--- src/hw/rtl/lbw_pkg.sv ---
// Shared types and constants for the link backoff and low-memory watchdog.
// Holds the transaction payload structs, the register index codes and reset values.
// No dependencies.
`timescale 1ns / 1ps
`default_nettype none

package lbw_pkg;

  // reset values of the configuration registers
  localparam logic [23:0] MEM_LOW_LEVEL_RST  = 24'd15000;
  localparam logic [31:0] MEM_LOW_WINDOW_RST = 32'd2000;
  localparam logic [31:0] PEER_DEFER_RST     = 32'd60000;
  localparam logic [19:0] BACKOFF_INIT_RST   = 20'd5000;
  localparam logic [19:0] BACKOFF_CAP_RST    = 20'd60000;

  // default width of stored timestamps
  localparam int unsigned TIME_BITS_DEF = 32;

  // configuration register indexes
  typedef enum logic [2:0] {
    REG_MEM_LOW_LEVEL  = 3'd0,
    REG_MEM_LOW_WINDOW = 3'd1,
    REG_PEER_DEFER     = 3'd2,
    REG_BACKOFF_INIT   = 3'd3,
    REG_BACKOFF_CAP    = 3'd4
  } cfg_idx_e;

  typedef struct packed {
    logic [31:0] now_ms;
    logic        link_up;
    logic [23:0] free_memory;
    logic        peer_connected;
    logic        setup_done;
    logic        credentials_present;
  } in_item_t;

  typedef struct packed {
    logic        restart_request;
    logic        restart_deferred;
    logic        reconnect_request;
    logic [19:0] next_gap_ms;
    logic [31:0] reconnect_total;
  } out_item_t;

  // current configuration handed to the tick logic
  typedef struct packed {
    logic [23:0] memory_low_level;
    logic [31:0] memory_low_window_ms;
    logic [31:0] peer_defer_limit_ms;
    logic [19:0] backoff_initial_ms;
    logic [19:0] backoff_cap_ms;
  } cfg_regs_t;

endpackage

`default_nettype wire

--- src/hw/rtl/lbw_core.sv ---
// Per-tick supervision logic: low-memory watchdog and reconnect backoff state.
// Computes one result per tick and updates its state on the step strobe.
// Depends on lbw_pkg.
`timescale 1ns / 1ps
`default_nettype none

module lbw_core import lbw_pkg::*; #(
  parameter int unsigned TIME_BITS = TIME_BITS_DEF
) (
  input  wire logic      clk_i,
  input  wire logic      rst_ni,
  input  wire logic      step_i,
  input  wire in_item_t  item_i,
  input  wire cfg_regs_t cfg_i,
  output out_item_t      result_o
);

  // compare width covers both timestamps and 32-bit limits
  localparam int unsigned CW = (TIME_BITS > 32) ? TIME_BITS : 32;

  logic                 mem_low_active_q, mem_low_active_d;
  logic [TIME_BITS-1:0] mem_low_start_q, mem_low_start_d;
  logic                 link_down_q, link_down_d;
  logic [TIME_BITS-1:0] last_attempt_q, last_attempt_d;
  logic [19:0]          gap_q, gap_d;
  logic [31:0]          count_q, count_d;

  logic [TIME_BITS-1:0] now_t;
  logic [TIME_BITS-1:0] mem_elapsed;
  logic [TIME_BITS-1:0] link_elapsed;
  logic [TIME_BITS-1:0] last_eff;
  logic [19:0]          gap_eff;
  logic [20:0]          doubled;
  logic                 restart, deferred, reconnect;
  logic                 mem_critical, backoff_armed;

  // timestamp taken modulo the stored width
  assign now_t = TIME_BITS'(CW'(item_i.now_ms));

  // low-memory watchdog
  assign mem_critical = item_i.free_memory < cfg_i.memory_low_level;
  assign mem_elapsed  = now_t - mem_low_start_q;

  always_comb begin
    mem_low_active_d = mem_low_active_q;
    mem_low_start_d  = mem_low_start_q;
    restart          = 1'b0;
    deferred         = 1'b0;
    if (mem_critical) begin
      if (!mem_low_active_q) begin
        mem_low_active_d = 1'b1;
        mem_low_start_d  = now_t;
      end else if (CW'(mem_elapsed) >= CW'(cfg_i.memory_low_window_ms)) begin
        if (item_i.peer_connected &&
            (CW'(mem_elapsed) < CW'(cfg_i.peer_defer_limit_ms))) begin
          deferred = 1'b1;
        end else begin
          restart = 1'b1;
        end
      end
    end else begin
      mem_low_active_d = 1'b0;
    end
  end

  // reconnect backoff
  assign backoff_armed = item_i.setup_done && item_i.credentials_present && !item_i.link_up;
  assign gap_eff  = link_down_q ? gap_q : cfg_i.backoff_initial_ms;
  assign last_eff = link_down_q ? last_attempt_q : (now_t - TIME_BITS'(CW'(gap_eff)));
  assign link_elapsed = now_t - last_eff;
  assign doubled  = {gap_eff, 1'b0};

  always_comb begin
    link_down_d    = link_down_q;
    last_attempt_d = last_attempt_q;
    gap_d          = gap_q;
    count_d        = count_q;
    reconnect      = 1'b0;
    if (backoff_armed) begin
      link_down_d    = 1'b1;
      gap_d          = gap_eff;
      last_attempt_d = last_eff;
      if (CW'(link_elapsed) >= CW'(gap_eff)) begin
        reconnect      = 1'b1;
        count_d        = count_q + 32'd1;
        last_attempt_d = now_t;
        gap_d          = (doubled < {1'b0, cfg_i.backoff_cap_ms}) ? doubled[19:0]
                                                                  : cfg_i.backoff_cap_ms;
      end
    end else if (item_i.link_up) begin
      link_down_d = 1'b0;
      gap_d       = 20'd0;
    end
  end

  // state registers, advance once per accepted tick
  always_ff @(posedge clk_i or negedge rst_ni) begin
    if (!rst_ni) begin
      mem_low_active_q <= 1'b0;
      mem_low_start_q  <= '0;
      link_down_q      <= 1'b0;
      last_attempt_q   <= '0;
      gap_q            <= '0;
      count_q          <= '0;
    end else if (step_i) begin
      mem_low_active_q <= mem_low_active_d;
      mem_low_start_q  <= mem_low_start_d;
      link_down_q      <= link_down_d;
      last_attempt_q   <= last_attempt_d;
      gap_q            <= gap_d;
      count_q          <= count_d;
    end
  end

  always_comb begin
    result_o.restart_request   = restart;
    result_o.restart_deferred  = deferred;
    result_o.reconnect_request = reconnect;
    result_o.next_gap_ms       = gap_d;
    result_o.reconnect_total   = count_d;
  end

  // count moves by one exactly on a reconnect tick
  a_count_step: assert property (@(posedge clk_i) disable iff (!rst_ni)
    step_i |=> (count_q == $past(count_q) + 32'($past(reconnect))))
    else $error("reconnect count out of step with requests");

  // no tick, no state change
  a_hold: assert property (@(posedge clk_i) disable iff (!rst_ni)
    !step_i |=> ($stable(count_q) && $stable(gap_q) && $stable(mem_low_active_q)))
    else $error("state changed without a tick");

  // gap is zero whenever the backoff is not in its link-down state
  a_gap_zero: assert property (@(posedge clk_i) disable iff (!rst_ni)
    !link_down_q |-> (gap_q == 20'd0))
    else $error("nonzero gap while link not down");

endmodule

`default_nettype wire

--- src/hw/rtl/link_backoff_and_low_memory_watchdog_top.sv ---
// Top level of the link backoff and low-memory watchdog.
// Holds the configuration registers and the output staging; instantiates lbw_core.
// Depends on lbw_pkg and lbw_core.
`timescale 1ns / 1ps
`default_nettype none

// One supervision tick is taken per cycle when in_ready_o is high and yields
// exactly one result transaction, so sustained throughput is one tick per
// clock while the consumer takes results. The tick logic (three timestamp
// subtractions, compares and one doubling) sits between the input port and a
// result register; a second skid register behind it lets the block take one
// more tick while the consumer stalls. Configuration writes are always ready
// and should be issued only while no tick is in flight. Stored timestamps are
// TIME_BITS wide and all time differences wrap modulo 2^TIME_BITS.
module link_backoff_and_low_memory_watchdog_top import lbw_pkg::*; #(
  parameter int unsigned TIME_BITS = TIME_BITS_DEF
) (
  input  wire logic        clk_i,
  input  wire logic        rst_ni,
  input  wire logic        in_valid_i,
  output logic             in_ready_o,
  input  wire in_item_t    in_item_i,
  output logic             out_valid_o,
  input  wire logic        out_ready_i,
  output out_item_t        out_item_o,
  input  wire logic        cfg_valid_i,
  output logic             cfg_ready_o,
  input  wire logic [2:0]  cfg_index_i,
  input  wire logic [31:0] cfg_data_i
);

  cfg_regs_t cfg_q;
  out_item_t result;
  out_item_t out_q, skid_q;
  logic      out_valid_q, skid_valid_q;
  logic      accept, pop;

  // configuration register writes
  assign cfg_ready_o = 1'b1;

  always_ff @(posedge clk_i or negedge rst_ni) begin
    if (!rst_ni) begin
      cfg_q.memory_low_level     <= MEM_LOW_LEVEL_RST;
      cfg_q.memory_low_window_ms <= MEM_LOW_WINDOW_RST;
      cfg_q.peer_defer_limit_ms  <= PEER_DEFER_RST;
      cfg_q.backoff_initial_ms   <= BACKOFF_INIT_RST;
      cfg_q.backoff_cap_ms       <= BACKOFF_CAP_RST;
    end else if (cfg_valid_i) begin
      unique case (cfg_idx_e'(cfg_index_i))
        REG_MEM_LOW_LEVEL:  cfg_q.memory_low_level     <= cfg_data_i[23:0];
        REG_MEM_LOW_WINDOW: cfg_q.memory_low_window_ms <= cfg_data_i;
        REG_PEER_DEFER:     cfg_q.peer_defer_limit_ms  <= cfg_data_i;
        REG_BACKOFF_INIT:   cfg_q.backoff_initial_ms   <= cfg_data_i[19:0];
        REG_BACKOFF_CAP:    cfg_q.backoff_cap_ms       <= cfg_data_i[19:0];
        default: ;
      endcase
    end
  end

  // tick handshake
  assign in_ready_o = !skid_valid_q;
  assign accept     = in_valid_i && in_ready_o;
  assign pop        = out_valid_q && out_ready_i;

  lbw_core #(
    .TIME_BITS (TIME_BITS)
  ) u_core (
    .clk_i    (clk_i),
    .rst_ni   (rst_ni),
    .step_i   (accept),
    .item_i   (in_item_i),
    .cfg_i    (cfg_q),
    .result_o (result)
  );

  // result register and skid stage
  always_ff @(posedge clk_i or negedge rst_ni) begin
    if (!rst_ni) begin
      out_valid_q  <= 1'b0;
      skid_valid_q <= 1'b0;
    end else begin
      if (pop) begin
        if (skid_valid_q) begin
          out_valid_q  <= 1'b1;
          skid_valid_q <= 1'b0;
        end else begin
          out_valid_q <= accept;
        end
      end else if (!out_valid_q) begin
        out_valid_q <= accept;
      end else if (accept) begin
        skid_valid_q <= 1'b1;
      end
    end
  end

  always_ff @(posedge clk_i) begin
    if (pop && skid_valid_q) begin
      out_q <= skid_q;
    end else if (accept && (pop || !out_valid_q)) begin
      out_q <= result;
    end
    if (accept && out_valid_q && !pop) begin
      skid_q <= result;
    end
  end

  assign out_valid_o = out_valid_q;
  assign out_item_o  = out_q;

  // skid entry only exists behind a full result register
  a_skid_order: assert property (@(posedge clk_i) disable iff (!rst_ni)
    skid_valid_q |-> out_valid_q)
    else $error("skid entry without result entry");

  // a tick into a stalled full result register lands in the skid stage
  a_skid_fill: assert property (@(posedge clk_i) disable iff (!rst_ni)
    (accept && out_valid_q && !out_ready_i) |=> skid_valid_q)
    else $error("tick lost while output stalled");

  // draining the skid stage keeps a result on the output
  a_skid_drain: assert property (@(posedge clk_i) disable iff (!rst_ni)
    (pop && skid_valid_q) |=> (out_valid_q && !skid_valid_q))
    else $error("skid drain dropped a result");

endmodule

`default_nettype wire

--- config.mk ---
export PLATFORM = sky130hd
export DESIGN_NAME = link_backoff_and_low_memory_watchdog_top
export DESIGN_NICKNAME = d
export VERILOG_FILES = /design/src/hw/rtl/lbw_pkg.sv /design/src/hw/rtl/lbw_core.sv /design/src/hw/rtl/link_backoff_and_low_memory_watchdog_top.sv
export SDC_FILE = /design/constraint.sdc
export NUM_CORES = 1
export LEC_CHECK = 0
export CAP_MARGIN = 10
export CORE_MARGIN = 2
export CORE_UTILIZATION = 65
export CTS_CLUSTER_SIZE = 40
export DETAILED_ROUTE_END_ITERATION = 6
export DONT_BUFFER_PORTS = 1
export PLACE_DENSITY = 0.81
export SYNTH_ARGS = -nofsm -noshare
export SYNTH_HDL_FRONTEND = slang
export SYNTH_SLANG_ARGS = --single-unit
--- constraint.sdc ---
create_clock -name clk_i -period 10.12 [get_ports clk_i]
set_input_delay 1.518 -clock clk_i [delete_from_list [all_inputs] [get_ports clk_i]]
set_output_delay 1.518 -clock clk_i [all_outputs]
set_load 0.1 [all_outputs]
==> results of run 1 <==
[critical path: cells and delay by family (launching register included)]
kind / cells / cell delay (ns)
buffers and inverters: 1 / 0.41
AOI/OAI and AO/OA: 17 / 2.84
DFF: 1 / 0.81
muxes: 3 / 1.16
adders and majority gates: 4 / 1.26
xor gates and xnor gates: 2 / 0.26
and+or+nand+nor: 7 / 1.92
[sequential cells by signal, indices dropped and copies added (netlist names), 20 cells and up]
register and flops:
skid_q 55, u_core.count_q 32, u_core.last_attempt_q 32, out_item_o 55, u_core.mem_low_start_q 32, u_core.gap_q 20
cfg_q 128
[report_power, final]
part           internal [mW]  switching (mW)
combinational           1.67            2.25
clock                  0.846           0.591
sequential              1.96           0.889
total                   4.48            3.73
[routing by layer]
metal,GRT usage,share of wire
met1,0.411,0.44
met2,0.513,0.47
met3,0.0475,0.062
met4,0.111,0.029
met5,0,0
[metrics by stage]
| stage | setup slack (ns) | instances | cell area, um^2 | total power [mW] |
|---|---|---|---|---|
| after floorplan | 1.86 | 2570 | 23700 | 5.81 |
| after global placement | 1.33 | 2943 | 24100 | 6.53 |
| after detailed placement | 1.01 | 2943 | 24100 | 6.71 |
| after CTS | 1.31 | 3014 | 25400 | 8.18 |
| after global routing | 0.476 | 3015 | 25400 | 8.81 |
| final | 1.16 | 3015 | 25400 | 8.21 |
[cells by family (layout without fill, tap and decap cells)]
group,count (synthesis),count (layout)
DFF,358,358
and+or+nand+nor,788,788
AOI/OAI and AO/OA,604,604
other,1,1
buffers and inverters,334,318
adders and majority gates,209,209
xor gates and xnor gates,108,108
muxes,168,168
[worst max path at each step]
stage                                              start                  endpoint  slack [ns]  cells past startpoint
after floorplan           u_core.link_down_q$_DFFE_PN0P_  out_item_o[40]$_DFFE_PP_        1.86                     39
after global placement                     in_item_i[28]  out_item_o[36]$_DFFE_PP_        1.33                     36
after detailed placement                   in_item_i[28]  out_item_o[42]$_DFFE_PP_        1.01                     36
after CTS                 u_core.link_down_q$_DFFE_PN0P_  out_item_o[42]$_DFFE_PP_        1.31                     34
after global routing      u_core.link_down_q$_DFFE_PN0P_  out_item_o[36]$_DFFE_PP_        0.48                     34
final                     u_core.link_down_q$_DFFE_PN0P_  out_item_o[42]$_DFFE_PP_        1.16                     34
[cells in the mapped netlist (53+ instances only)]
cell type and count:
mux2_2 53, ha_1 203, a21oi_1 113, inv_1 224, edfxtp_1 110, dfrtp_1 216, a31oi_1 64, o21ai_0 205
nor2_1 182, nand2_1 304, clkbuf_1 79, xnor2_1 91, mux2i_1 115
[area by class of cell]
cell class / count / area [um^2] / share of cell area
clock buffer: 62 / 1210 / 0.0475
clock inverter: 9 / 86.3 / 0.00340
inverter: 224 / 841 / 0.0331
multi-input combinational: 1878 / 13000 / 0.510
sequential: 358 / 9550 / 0.376
tap: 461 / 577 / 0.0227
timing repair buffer: 23 / 193 / 0.00758
==> summary.md, run 1 <==
| Metric | Value |
|---|---|
| Status | `completed` |
| GRT overflow | `0` |
| Crit-path slowest cell | `dfrtp_2` |
| Post-synth top flop | `dfrtp_1` |
| Initial antenna violation count | `0` |
| CTS tree | `built` |
| Hold Path Class | `reg2reg` |
| Core area | `35,700 um^2` |
| DR WL/cell | `19.3 um` |
| Worst Hold Path Cells | `2` |
| Fraction of the cycle the final worst path needs | `0.886` |
| Post-Synthesis Cells | `2,570` |
| Cts repair resizes | `0` |
| Clock Tree Root | `clkbuf_16` |
| Final net count | `2,830` |
| Kind of start point of the critical path | `flop` |
| Data required, critical path | `10.40 ns` |
| Util after Layout | `0.711` |
| Yosys warnings | `0` |
| First DRT Iteration DRCs | `1,750` |
| Hold wc startpoint | `u_core.last_attempt_q[5]$_DFFE_PN0P_` |
| Most frequent cells in the layout | `nand2_1, inv_1, dfrtp_1, o21ai_0, ha_1` |
| Crit end category | `flop` |
| Tot GR Track Use | `0.308` |
| Syn nets | `2,876` |
| Critical path arrival | `9.24 ns` |
| Slew @ Worst Pin | `1.16 ns` |
| R2r endpoint | `out_item_o[42]$_DFFE_PP_` |
| Syn avg cell area | `9.24 um^2` |
| Post-synth EDFFs | `110` |
| # diodes | `0` |
| Number of global-route vias before repair | `18,885` |
| Total die area | `38,100 um^2` |
| GPL Wtd Cong | `0.934` |
| IO Port Bufs | `0` |
| Largest net degree at the start of global routing | `249` |
| Synth top area share | `0.228` |
| Post-CTS setup repair buffer count | `0` |
| Largest family of logic cells by synthesized area | `compound AO/OA/AOI/OAI gates` |
| Crit-path max cell delay | `0.81 ns` |
| ANT nets after route | `0` |
| Adder-Cell Fraction of Synth Area | `0.111` |
| FF-to-FF path depth | `34` |
| Final Hold Viols | `0` |
| Area growth syn-to-layout | `7.01%` |
| DR vias/cell | `6.23` |
| Seq/Total Area, Yosys | `0.402` |
| Share of cells above drive strength 1 | `0.0826` |
| Synth area leaders | `dfrtp_1, edfxtp_1, ha_1` |
| Vias | `18,777` |
| RSZ-0062 raised after global routing | `false` |
| Synth Area in XOR/XNOR | `0.0402` |
| Worst-Skew Late Latency | `0.56 ns` |
| Placement Rows | `69` |
| Pwr per Cell Area | `323 nW/um^2` |
| Clock Skew | `0.0165 ns` |
| Final wirelength | `58,100 um` |
| Most common cell after layout, fill and taps aside | `nand2_1` |
| Mapped Area | `23,700 um^2` |
| Worst hold slack | `0.489 ns` |
| I/O Pins | `158` |
| WS Path Type | `reg2reg` |
| DP HPWL | `41,900 um` |
| Total number of H-tree levels | `2` |
| Max frequency | `0.112 GHz` |
| Die Height | `195 um` |
| Final setup fails | `0` |
| Static leakage | `11.2 nW` |
| Multiplexer area fraction after synthesis | `0.0736` |
| Fillers | `2,678` |
| Critical R2R Launch | `u_core.link_down_q$_DFFE_PN0P_` |
| Reg-to-reg setup timing slack | `1.16 ns` |
| Hold EP | `u_core.last_attempt_q[5]$_DFFE_PN0P_` |
| Most Frequent Cell on Critical Path | `a21oi_1` |
| # hold bufs at CTS | `0` |
| Complex-gate fraction of the synthesized area | `0.161` |
| Simple-gate share of the synthesized area | `0.156` |
| CTS Buf Count | `39` |
| Synthesized flop and latch total | `358` |
| Max Cap Violations | `0` |
| Synth cell types | `91` |
| VDD IR-drop max | `195 uV` |
| CTS Sinks | `358` |
| DRC | `0` |
| Clock transition at the registers of the reported paths | `0.06 ns` |
| Initial core utilization | `0.664` |
| TNS Setup | `0 ns` |
| Drt pass-1 iters | `7` |
| Clock Tree Buf Depth | `3` |
| Area leader, netlist | `dfrtp_1` |
| First-pass GRT wire length | `95,500 um` |
| Max-slew violations | `0` |
| Chip width | `195 um` |
| Share of flip-flops with an asynchronous set or reset | `0.693` |
| Tmin final | `8.96 ns` |
| Slew margin rel. | `0.223` |
| Worst Path Max Fanout | `30` |
Power figures use the tool's default switching activity.
==> run 2, diff against run 1 <==
Settings changed: CELL_PAD_IN_SITES_DETAIL_PLACEMENT set to 1, CELL_PAD_IN_SITES_GLOBAL_PLACEMENT set to 2, CORE_UTILIZATION 65 to 41, PLACE_DENSITY 0.81 to not set, PLACE_DENSITY_LB_ADDON set to 0.1.
==> run 2 against run 1 <==
Effect of this change: hold slack got worse by 0.0060 ns; critical path depth unchanged; count of clock-buffer cells in the layout rose by 4; design area grew 1.8%; critical path type unchanged; largest power group unchanged.
==> summary.md, run 2 (synthesized netlist as in run 1, its figures left out) <==
| Metric | Value |
|---|---|
| Status | `completed` |
| Placement Rows | `88 (+28%)` |
| Hold wc startpoint | `u_core.last_attempt_q[0]$_DFFE_PN0P_` |
| Reg-to-reg setup timing slack | `0.89 ns (-0.27 ns)` |
| Most frequent cells in the layout | `nand2_1, inv_1, dfrtp_1, o21ai_0, ha_1` |
| Most common cell after layout, fill and taps aside | `nand2_1` |
| WP buf/inv | `2 (+1)` |
| Max Cap Violations | `0 (unchanged)` |
| Clock transition at the registers of the reported paths | `0.06 ns (about the same)` |
| Total power | `8.36 mW (+1.9%)` |
| Hold EP | `u_core.last_attempt_q[0]$_DFFE_PN0P_` |
| Largest net degree at the start of global routing | `249 (unchanged)` |
| Max-slew violations | `0 (unchanged)` |
| VDD IR-drop max | `196 uV (+0.65%)` |
| DR vias/cell | `5.58 (-10%)` |
| Number of global-route vias before repair | `19,482 (+3.2%)` |
| Total die area | `59,800 um^2 (+57%)` |
| Clock Skew | `0.0171 ns (+0.000612 ns)` |
| Critical path arrival | `9.53 ns (+0.29 ns)` |
| Most Frequent Cell on Critical Path | `a21oi_1` |
| FF-to-FF path depth | `34 (unchanged)` |
| # diodes | `0 (unchanged)` |
| Clock Tree Root | `clkbuf_16` |
| Worst hold slack | `0.483 ns (-0.00597 ns)` |
| Pwr per Cell Area | `323 nW/um^2 (+0.10%)` |
| Kind of start point of the critical path | `flop` |
| Drt pass-1 iters | `4 (-3)` |
| Core area | `57,500 um^2 (+61%)` |
| # hold bufs at CTS | `0 (unchanged)` |
| Placed insts | `3,248 (+10%)` |
| DR WL/cell | `20.4 um (+5.8%)` |
| Fraction of the cycle the final worst path needs | `0.912 (+0.0268)` |
| Pre-CTS setup slack | `0.799 ns (-0.211 ns)` |
| WS Path Type | `reg2reg` |
| Max reg flops | `128 (unchanged)` |
| CTS Sinks | `358 (unchanged)` |
| Area growth syn-to-layout | `8.90%` |
| First DRT Iteration DRCs | `801 (-54%)` |
| Final Hold Viols | `0 (unchanged)` |
| Max frequency | `0.108 GHz (-2.9%)` |
| ANT nets after route | `0 (unchanged)` |
| IO Port Bufs | `0 (unchanged)` |
| First-pass GRT wire length | `109,000 um (+14%)` |
| Worst-Skew Late Latency | `0.60 ns (+0.04 ns)` |
| CTS Buf Count | `43 (+10%)` |
| Slew @ Worst Pin | `1.19 ns (+0.0269 ns)` |
| GRT overflow | `0 (unchanged)` |
| Die Height | `245 um (+25%)` |
| Tmin final | `9.23 ns (+0.271 ns)` |
| Slew margin rel. | `0.206 (-0.0179)` |
| CTS tree | `built` |
| RSZ-0062 raised after global routing | `false` |
| Clock Tree Buf Depth | `3 (unchanged)` |
| Finished Layout Cells | `3,328 (+10%)` |
| Largest Register | `cfg_q` |
| Vias | `18,583 (-1.0%)` |
| Static leakage | `11.3 nW (+0.31%)` |
| Crit-path slowest cell | `mux2i_1` |
| Chip width | `245 um (+25%)` |
| Cts repair resizes | `0 (unchanged)` |
| Crit end category | `flop` |
| Setup ws final | `0.886 ns (-0.271 ns)` |
| Worst Hold Path Cells | `2 (unchanged)` |
| Final setup fails | `0 (unchanged)` |
| Initial antenna violation count | `0 (unchanged)` |
| Delay-heaviest family, CP | `compound AO/OA/AOI/OAI gates` |
| Post-CTS setup repair buffer count | `0 (unchanged)` |
| Final wirelength | `67,800 um (+17%)` |
| WP depth | `34 (unchanged)` |
| Initial core utilization | `0.413 (-0.251)` |
| GPL Wtd Cong | `0.868 (-7.1%)` |
| Data required, critical path | `10.41 ns (about the same)` |
| Final net count | `2,834 (+0.14%)` |
| Worst Path Max Fanout | `48 (+60%)` |
| Total number of H-tree levels | `2 (unchanged)` |
| TNS Setup | `0 ns (unchanged)` |
| Hold Path Class | `reg2reg` |
| Critical R2R Launch | `u_core.link_down_q$_DFFE_PN0P_` |
| DP HPWL | `50,100 um (+20%)` |
| I/O Pins | `158 (unchanged)` |
| Crit-path max cell delay | `0.69 ns (-0.12 ns)` |
| R2r endpoint | `out_item_o[16]$_DFFE_PP_` |
| Tot GR Track Use | `0.229 (-0.0796)` |
| DRC | `0 (unchanged)` |
| Share of cells above drive strength 1 | `0.0835 (+0.000880)` |
run 2: changes by cell type in the layout (fill, tap and decap cells not counted), moves of 2 or more:
cell	delta
inv_16	+2
clkbuf_8	-3
clkinv_2	+3
clkbuf_1	+6
run 2: worst min-delay path, delay by kind of cell (launching register included):
family	cells	cell delay [ns]
AOI/OAI and AO/OA	1	0.06
and+or+nand+nor	1	0.04
DFF	1	0.34
run 2: area by class of cell:
type	instances	area, um^2
sequential	358	9550
fill	6622	31600
clock buffer	66	1210
tap	765	957
clock inverter	14	151
inverter	224	841
multi-input combinational	1878	13000
timing repair buffer	23	185
run 2: per-stage QoR:
stage / util / cell area [um^2]
global placement: 0.426 / 24500
CTS: 0.450 / 25900
finish: 0.450 / 25900
detailed placement: 0.426 / 24500
global route: 0.450 / 25900
floorplan: - / 23700
run 2: where the power goes:
group          total (mW)  switching [mW]  internal, mW
clock network        1.53           0.651         0.883
logic                4.00            2.34          1.66
registers            2.83           0.867          1.96
total                8.36            3.85          4.51
run 2: how the worst max path moves through the flow:
stage | from | endpoint
floorplan | u_core.link_down_q$_DFFE_PN0P_ | out_item_o[40]$_DFFE_PP_
global placement | in_item_i[28] | out_item_o[14]$_DFFE_PP_
finish | u_core.link_down_q$_DFFE_PN0P_ | out_item_o[16]$_DFFE_PP_
detailed placement | in_item_i[28] | out_item_o[16]$_DFFE_PP_
CTS | u_core.link_down_q$_DFFE_PN0P_ | out_item_o[16]$_DFFE_PP_
global route | u_core.link_down_q$_DFFE_PN0P_ | out_item_o[17]$_DFFE_PP_
run 2: layer usage:
layer	wire (um)	GRT usage	up-vias	share of wire
li1	-	-	9012	-
met1	31500	0.301	9231	0.46
met2	32300	0.392	253	0.48
met3	2600	0.0393	87	0.038
met4	1430	0.0552	0	0.021
met5	0	0	-	0
